===== config.mk =====
export PLATFORM = sky130hd
export DESIGN_NAME = smro_ctrl
export DESIGN_NICKNAME = d
export VERILOG_FILES = /design/src/sv/smro_pkg.sv /design/src/sv/smro_ctrl.sv
export VERILOG_INCLUDE_DIRS = /design/src /design/src/sv
export SDC_FILE = /design/constraint.sdc
export NUM_CORES = 1
export LEC_CHECK = 0
export BUFFER_PORTS_ARGS = -buffer_cell sky130_fd_sc_hd__buf_2
export CAP_MARGIN = 20
export CORE_UTILIZATION = 35
export CTS_BUF_LIST = sky130_fd_sc_hd__clkbuf_4
export DETAILED_ROUTE_END_ITERATION = 16
export PLACE_DENSITY = 0.55
export SLEW_MARGIN = 0
export SYNTH_ARGS = -nofsm -noshare
export SYNTH_HDL_FRONTEND = slang
export SYNTH_SLANG_ARGS = --single-unit

===== constraint.sdc =====
create_clock -name clock -period 1.9 [get_ports clock]
set_input_delay 0.19 -clock clock [delete_from_list [all_inputs] [get_ports clock]]
set_output_delay 0.19 -clock clock [all_outputs]
set_load 0.05 [all_outputs]

===== src/sv/sliding_mode_rotor_observer_unit_macros.svh =====
// assertion helpers used by the observer control module
`ifndef SLIDING_MODE_ROTOR_OBSERVER_UNIT_MACROS_SVH
`define SLIDING_MODE_ROTOR_OBSERVER_UNIT_MACROS_SVH

// same-cycle implication
`define SMRO_ASSERT_NOW(lbl, ante, cons, msg) \
   lbl: assert property (@(posedge clock) disable iff (reset) (ante) |-> (cons)) \
      else $error(msg);

// next-cycle implication
`define SMRO_ASSERT_NEXT(lbl, ante, cons, msg) \
   lbl: assert property (@(posedge clock) disable iff (reset) (ante) |=> (cons)) \
      else $error(msg);

`endif


===== src/sv/smro_pkg.sv =====
package smro_pkg;

   // register indexes on the csr port
   localparam logic [2:0] CSR_DECAY    = 3'd0;
   localparam logic [2:0] CSR_VGAIN    = 3'd1;
   localparam logic [2:0] CSR_SLIDE    = 3'd2;
   localparam logic [2:0] CSR_SLIDEMAX = 3'd3;
   localparam logic [2:0] CSR_MINGAIN  = 3'd4;
   localparam logic [2:0] CSR_RPM      = 3'd5;

   localparam logic [30:0] SLIDE_MAX_RST = 31'd536870912;
   localparam logic signed [31:0] EST_HI = 32'sh3FFF_0000;
   localparam logic signed [31:0] EST_LO = 32'shC000_0000;
   localparam logic signed [16:0] ANG_SCALE = 17'sd5215;
   localparam logic signed [16:0] GAIN_COEF = 17'sd25736;
   localparam logic signed [15:0] OFS_POS = 16'sd13007;
   localparam logic signed [15:0] OFS_NEG = 16'sd19761;
   localparam logic signed [19:0] PI_Q16 = 20'sd205887;
   localparam int unsigned CORDIC_STEPS = 16;

   typedef struct packed {
      logic signed [31:0] volt_alpha;
      logic signed [31:0] volt_beta;
      logic signed [31:0] amp_alpha;
      logic signed [31:0] amp_beta;
   } req_word_type;

   typedef struct packed {
      logic signed [15:0] elec_position;
      logic signed [31:0] elec_speed_rpm;
      logic signed [31:0] emf_alpha;
      logic signed [31:0] emf_beta;
   } rsp_word_type;

   typedef enum logic [4:0] {
      ST_IDLE, ST_VG, ST_DEC, ST_EST, ST_SW, ST_SWC, ST_F1, ST_F1W, ST_F2, ST_F2W,
      ST_CINIT, ST_CROT, ST_ANG, ST_THW, ST_SPD, ST_SF, ST_SFW, ST_RPM, ST_RPMW, ST_GAIN
   } state_type;

   typedef enum logic [4:0] {
      OP_NONE, OP_LOAD, OP_VG, OP_DEC, OP_EST, OP_SW, OP_SWC, OP_F1, OP_F1W, OP_F2,
      OP_F2W, OP_CINIT, OP_CROT, OP_ANG, OP_THW, OP_SPD, OP_SF, OP_SFW, OP_RPM,
      OP_RPMW, OP_GAIN
   } op_type;

   typedef struct packed {
      op_type     op;
      logic       ax;
      logic [3:0] step;
   } cmd_type;

   typedef struct packed {
      logic out_busy;
   } status_type;

   // arctangent of 2^-i in q16
   function automatic logic signed [19:0] atan_q16(input logic [3:0] i);
      logic signed [19:0] r;
      unique case (i)
         4'd0:  r = 20'sd51472;
         4'd1:  r = 20'sd30385;
         4'd2:  r = 20'sd16055;
         4'd3:  r = 20'sd8150;
         4'd4:  r = 20'sd4091;
         4'd5:  r = 20'sd2047;
         4'd6:  r = 20'sd1024;
         4'd7:  r = 20'sd512;
         4'd8:  r = 20'sd256;
         4'd9:  r = 20'sd128;
         4'd10: r = 20'sd64;
         4'd11: r = 20'sd32;
         4'd12: r = 20'sd16;
         4'd13: r = 20'sd8;
         4'd14: r = 20'sd4;
         default: r = 20'sd2;
      endcase
      return r;
   endfunction

   function automatic logic signed [31:0] sat32(input logic signed [63:0] v);
      logic signed [31:0] r;
      if (v > 64'sd2147483647) begin
         r = 32'sh7FFF_FFFF;
      end else if (v < -64'sd2147483648) begin
         r = 32'sh8000_0000;
      end else begin
         r = v[31:0];
      end
      return r;
   endfunction

endpackage


===== src/sv/smro_ctrl.sv =====
module smro_ctrl
   import smro_pkg::*;
(
   input  logic       clock,
   input  logic       reset,
   input  logic       req_valid,
   output logic       req_stall,
   input  status_type stat,
   output cmd_type    cmd
);

`include "sliding_mode_rotor_observer_unit_macros.svh"

   state_type  state_ff, state_in;
   logic       ax_ff, ax_in;
   logic [3:0] cnt_ff, cnt_in;

   // state register
   always_ff @(posedge clock) begin
      if (reset) begin
         state_ff <= ST_IDLE;
         ax_ff    <= 1'b0;
         cnt_ff   <= '0;
      end else begin
         state_ff <= state_in;
         ax_ff    <= ax_in;
         cnt_ff   <= cnt_in;
      end
   end

   // sequence: alpha chain, beta chain, cordic, angle, speed, gain and result
   always_comb begin
      state_in = state_ff;
      ax_in    = ax_ff;
      cnt_in   = cnt_ff;
      cmd.ax   = ax_ff;
      cmd.step = cnt_ff;
      cmd.op   = OP_NONE;
      req_stall = (state_ff != ST_IDLE);
      unique case (state_ff)
         ST_IDLE: begin
            if (req_valid) begin
               cmd.op   = OP_LOAD;
               ax_in    = 1'b0;
               state_in = ST_VG;
            end
         end
         ST_VG:  begin cmd.op = OP_VG;  state_in = ST_DEC; end
         ST_DEC: begin cmd.op = OP_DEC; state_in = ST_EST; end
         ST_EST: begin cmd.op = OP_EST; state_in = ST_SW;  end
         ST_SW:  begin cmd.op = OP_SW;  state_in = ST_SWC; end
         ST_SWC: begin cmd.op = OP_SWC; state_in = ST_F1;  end
         ST_F1:  begin cmd.op = OP_F1;  state_in = ST_F1W; end
         ST_F1W: begin cmd.op = OP_F1W; state_in = ST_F2;  end
         ST_F2:  begin cmd.op = OP_F2;  state_in = ST_F2W; end
         ST_F2W: begin
            cmd.op = OP_F2W;
            if (!ax_ff) begin
               ax_in    = 1'b1;
               state_in = ST_VG;
            end else begin
               state_in = ST_CINIT;
            end
         end
         ST_CINIT: begin
            cmd.op   = OP_CINIT;
            cnt_in   = '0;
            state_in = ST_CROT;
         end
         ST_CROT: begin
            cmd.op = OP_CROT;
            cnt_in = cnt_ff + 4'd1;
            if (cnt_ff == 4'(CORDIC_STEPS - 1)) begin
               state_in = ST_ANG;
            end
         end
         ST_ANG:  begin cmd.op = OP_ANG;  state_in = ST_THW;  end
         ST_THW:  begin cmd.op = OP_THW;  state_in = ST_SPD;  end
         ST_SPD:  begin cmd.op = OP_SPD;  state_in = ST_SF;   end
         ST_SF:   begin cmd.op = OP_SF;   state_in = ST_SFW;  end
         ST_SFW:  begin cmd.op = OP_SFW;  state_in = ST_RPM;  end
         ST_RPM:  begin cmd.op = OP_RPM;  state_in = ST_RPMW; end
         ST_RPMW: begin cmd.op = OP_RPMW; state_in = ST_GAIN; end
         ST_GAIN: begin
            // result register must be free before the last step
            if (!stat.out_busy) begin
               cmd.op   = OP_GAIN;
               state_in = ST_IDLE;
            end
         end
         default: state_in = ST_IDLE;
      endcase
   end

   `SMRO_ASSERT_NEXT(a_start, req_valid && !req_stall, state_ff == ST_VG, "accept did not start")
   `SMRO_ASSERT_NOW(a_busy_stall, state_ff != ST_IDLE, req_stall, "word taken while busy")
   `SMRO_ASSERT_NEXT(a_hold_gain, state_ff == ST_GAIN && stat.out_busy, state_ff == ST_GAIN,
      "result overwritten while held")

endmodule


# Word-level counts from Yosys, hierarchy flattened

Index checks and enable logic that the tools add are counted.

Word-level logic and storage cells: 44
Flip-flop bits (word level): 10
Output and inout port bits: 11
Input bits: 4

Equal/unequal tests: 23
$add $sub $neg: 1
Reductions and logical operators: 6
Mux-type cells: 11

Operator list:

| kind                | number |
|---|---|
| $pmux 5 s20         | 2 |
| $eq 5x4->1 const B  | 8 |
| $eq 5x3->1 const B  | 4 |
| $eq 5x5->1 const B  | 4 |
| $mux 5              | 4 |
| $eq 5x2->1 const B  | 2 |
| $pmux 4 s2          | 1 |
| $ne 2x2->1 const B  | 3 |
| $eq 5x1->1 const B  | 1 |
| $logic_not 5->1     | 1 |
| $reduce_bool 5->1   | 1 |
| $add 4x1->4 const B | 1 |
| $eq 4x4->1 const B  | 1 |
| $mux 4              | 1 |
| $reduce_bool 2->1   | 2 |
| $reduce_and 3->1    | 1 |
| $mux 1              | 2 |
| $pmux 1 s2          | 1 |
| $reduce_and 2->1    | 1 |

# Depth between registers and ports, before layout

Word-level depth: 3
Depth in mapped cells: 6
Mapped depth without buffers: 5

# Worst setup path after synthesis

No wires, ideal clock.

Kind: reg-to-output
Start: reg state_ff[3]
End: out cmd[7] (netlist bit)
Arrival time: 2.058 ns
Path slack: -0.348 ns
Path buffers: 2
Data required time: 1.710 ns
Stages on the path, launching flop included: 5
Cells stage by stage: dfxtp_1 -> buf_4 -> or2_1 -> clkbuf_1 -> o32ai_1

RTL lines:

| what                   | line            | RTL |
|---|---|---|
| start, declared        | smro_ctrl.sv:14 | `state_type state_ff, state_in;` |
| start signal, assigned | smro_ctrl.sv:25 | `state_ff <= state_in;` |
| end, declared          | smro_ctrl.sv:9  | `output cmd_type cmd` |

==> flow_summary.toml <==
[status]
status = "complete, no violations"

[worst_setup_path]
cp.arrival_ns = 1.58
worstRegToRegCells = 5
r2r_end = "state_ff[0]$_SDFFE_PP0P_"
start_kind = "flop"
critPathRequiredTime_ns = 1.71
crit_path_max_fanout = 10
ff2ff_setup_slack_ns = 0.40
r2r_start = "state_ff[1]$_SDFFE_PP0P_"
end_kind = "primary output"
worst-setup-path-type = "flop to primary output"
setup.worst_path.start = "state_ff[3]$_SDFFE_PP0P_"
endpoint = "cmd[9]"

[synthesis]
synth.avg_cell_area_um2 = 7.67
synth_fp_nets = 96
synth.largest_area_cell = "dfxtp_1"
synth-seq-cells = 10
synth_cell_type_count = 38
synth_area_um2 = 698
synthCells = 91
synthTopCellsByArea = "dfxtp_1 29%, a21oi_1 7.2%, nand3_1 5.7%"
yosysTopAreaCellShare_pct = 28.7
yosysSeqAreaShare_pct = 28.7
ys_warn_count = 0

[sta]
fin_setup_tns_ns = 0
tightestPinTransition_ns = 0.434
finalCritPeriodShare_pct = 93.0
timing.slew.headroom_pct = 71.1
finalClockSkew_ns = 0.00268
slew_viol_final = 0
rsz0062_at_grt = "no"
hold_viol = 0
min_period_ns = 1.77
setup_viol = 0
holdWs_ns = 0.234
max_clock_freq_mhz = 566

[grt]
grt_usage_pct = 16.9
overflow = 0
antenna_found_initial = 0
grt_pass1_vias = 611
grt_max_degree = 14
grt_pass1_wl_um = 2640

[cells_and_area]
drive_above_1_share_pct = 32.4
syn2layout_area_growth_pct = 16.5
final_nets = 108
mostFrequentLayoutCells = "14 x buf_2, 10 x nand2_1, 10 x a21oi_1, 8 x nand3_1"
n_antenna_cell = 0
final_common_cell = "buf_2"

[route]
firstDrtPassIters = 4
route.detailed.drc = 0
wirelength_um = 1610
antenna_left = 0
dr_total_vias = 694
via_per_inst = 5.46
wire_per_inst_um = 12.7
drt_iter0_drc = 16

[clock_network]
h-tree-depth = 1
cts_tree = "done"
cts.sinks = 10
cts_buffer_depth = 2
cts_root_buf = "clkbuf_4"
hold_buffers = 0
clock_latency_ns = 0.26
post_cts_buffers = 0
cts_made_buffers = 3
clkTransAtPathRegs_ns = 0.07

[placement]
port_buffers = 14
gp_congestion = 0.806
dp_hpwl_um = 1140

[die]
die-area_um2 = 2180
io_pins = 15
die_h_um = 46.7
initial_utilization_pct = 38.8
num_rows = 15
core_area_um2 = 1800
die_w_um = 46.7

[power_and_ir_drop]
clkPwrFrac_pct = 26.7
powerDensity_nw_per_um2 = 681
switching_share_pct = 37.2
p_sw_mw = 0.206
p_total_mw = 0.554
leakage_nw = 0.311
internal-power_mw = 0.348
combPwrFrac_pct = 30.7
ir_drop_v = 0.000337
seqPwrFrac_pct = 42.5

[job]
max-cap-violations = 0

[hold_path]
hold_path.class = "input pin to flop"
[synthesized netlist by cell type]
cell        n
a2111oi_2   1
a211oi_1    1
a21o_1      1
a21oi_1    10
a22oi_1     1
a311oi_1    1
a32oi_1     2
and2_1      1
buf_1       2
buf_2       4
buf_4       3
clkbuf_1    1
dfxtp_1    10
ha_1        1
nand2_1    10
nand2b_1    1
nand3_1     8
nand3b_1    1
nand4_1     1
nand4b_1    1
nand4bb_1   1
nor2_1      7
nor2_2      1
nor2b_1     1
nor3_1      3
nor3_2      1
nor3b_1     1
nor3b_2     2
nor4_1      1
o211ai_1    2
o21a_1      1
o21ai_0     1
o32ai_1     1
or2_1       1
or2_2       2
or4b_1      1
xnor2_1     1
xor2_1      2
[kinds of logic (layout without fill, tap and decap cells)]
family / Yosys count / after routing / synth area share, %
AOI/OAI and AO/OA: 22 / 22 / 21.5
buffers and inverters: 10 / 21 / 7.71
DFF: 10 / 10 / 28.7
xor gates and xnor gates: 3 / 3 / 3.76
adders and majority gates: 1 / 1 / 1.79
and+or+nand+nor: 45 / 45 / 36.6
[power groups by stage]
stage / Sequential [mW] / Combinational [mW] / Clock [mW]
finish: 0.236 / 0.170 / 0.148
global route: 0.238 / 0.182 / 0.167
floorplan: 0.225 / 0.147 / 0
detailed placement: 0.238 / 0.169 / 0
global placement: 0.239 / 0.170 / 0
CTS: 0.234 / 0.170 / 0.156
[metal layers]
metal,track usage [%],part of all wire [%]
met1,23.5,48
met2,25.6,47
met3,5.88,5.0
met4,2.86,0
met5,0,0
[worst min path at each step]
| stage | start | to | slack, ns | cells past startpoint |
|---|---|---|---|---|
| floorplan | req_valid | state_ff[0]$_SDFFE_PP0P_ | 0.34 | 2 |
| global placement | cnt_ff[1]$_SDFFE_PP0P_ | cnt_ff[1]$_SDFFE_PP0P_ | 0.47 | 2 |
| detailed placement | cnt_ff[1]$_SDFFE_PP0P_ | cnt_ff[1]$_SDFFE_PP0P_ | 0.49 | 2 |
| CTS | reset | state_ff[2]$_SDFFE_PP0P_ | 0.23 | 2 |
| global route | reset | state_ff[1]$_SDFFE_PP0P_ | 0.24 | 2 |
| finish | req_valid | state_ff[0]$_SDFFE_PP0P_ | 0.23 | 3 |
[worst max-delay path: stages (launching register included)]
cell,delay [ns]
dfxtp_1,0.51
nand4_1,0.16
or2_2,0.33
nand2_1,0.06
buf_2,0.25
[repair_timing]
action,4_1_cts,5_1_grt
gates cloned,0,0
setup endpoints to repair,1,3
gates resized for setup,1,3
[registers in the layout, summed over array words and instances (netlist names)]
signal and cells:
state_ff 5, ax_ff 1, cnt_ff 4
[per-stage QoR]
stage	worst slack [ns]	instances	area (µm²)	utilization (%)
after floorplan	0.0952	91	711	-
after global placement	0.314	123	781	43.3
after detailed placement	0.274	123	781	43.3
after CTS	0.0235	127	808	44.9
after global routing	0.0384	127	813	45.1
final	0.133	127	813	45.1
[final cells by class]
cell class / count / area [µm²]
clock buffer: 3 / 22.5
clock inverter: 1 / 3.75
fill: 197 / 988
multi-input combinational: 71 / 459
sequential: 10 / 204
tap: 25 / 31.3
timing repair buffer: 17 / 92.6
Note: power is estimated with default switching activity, not from simulation.
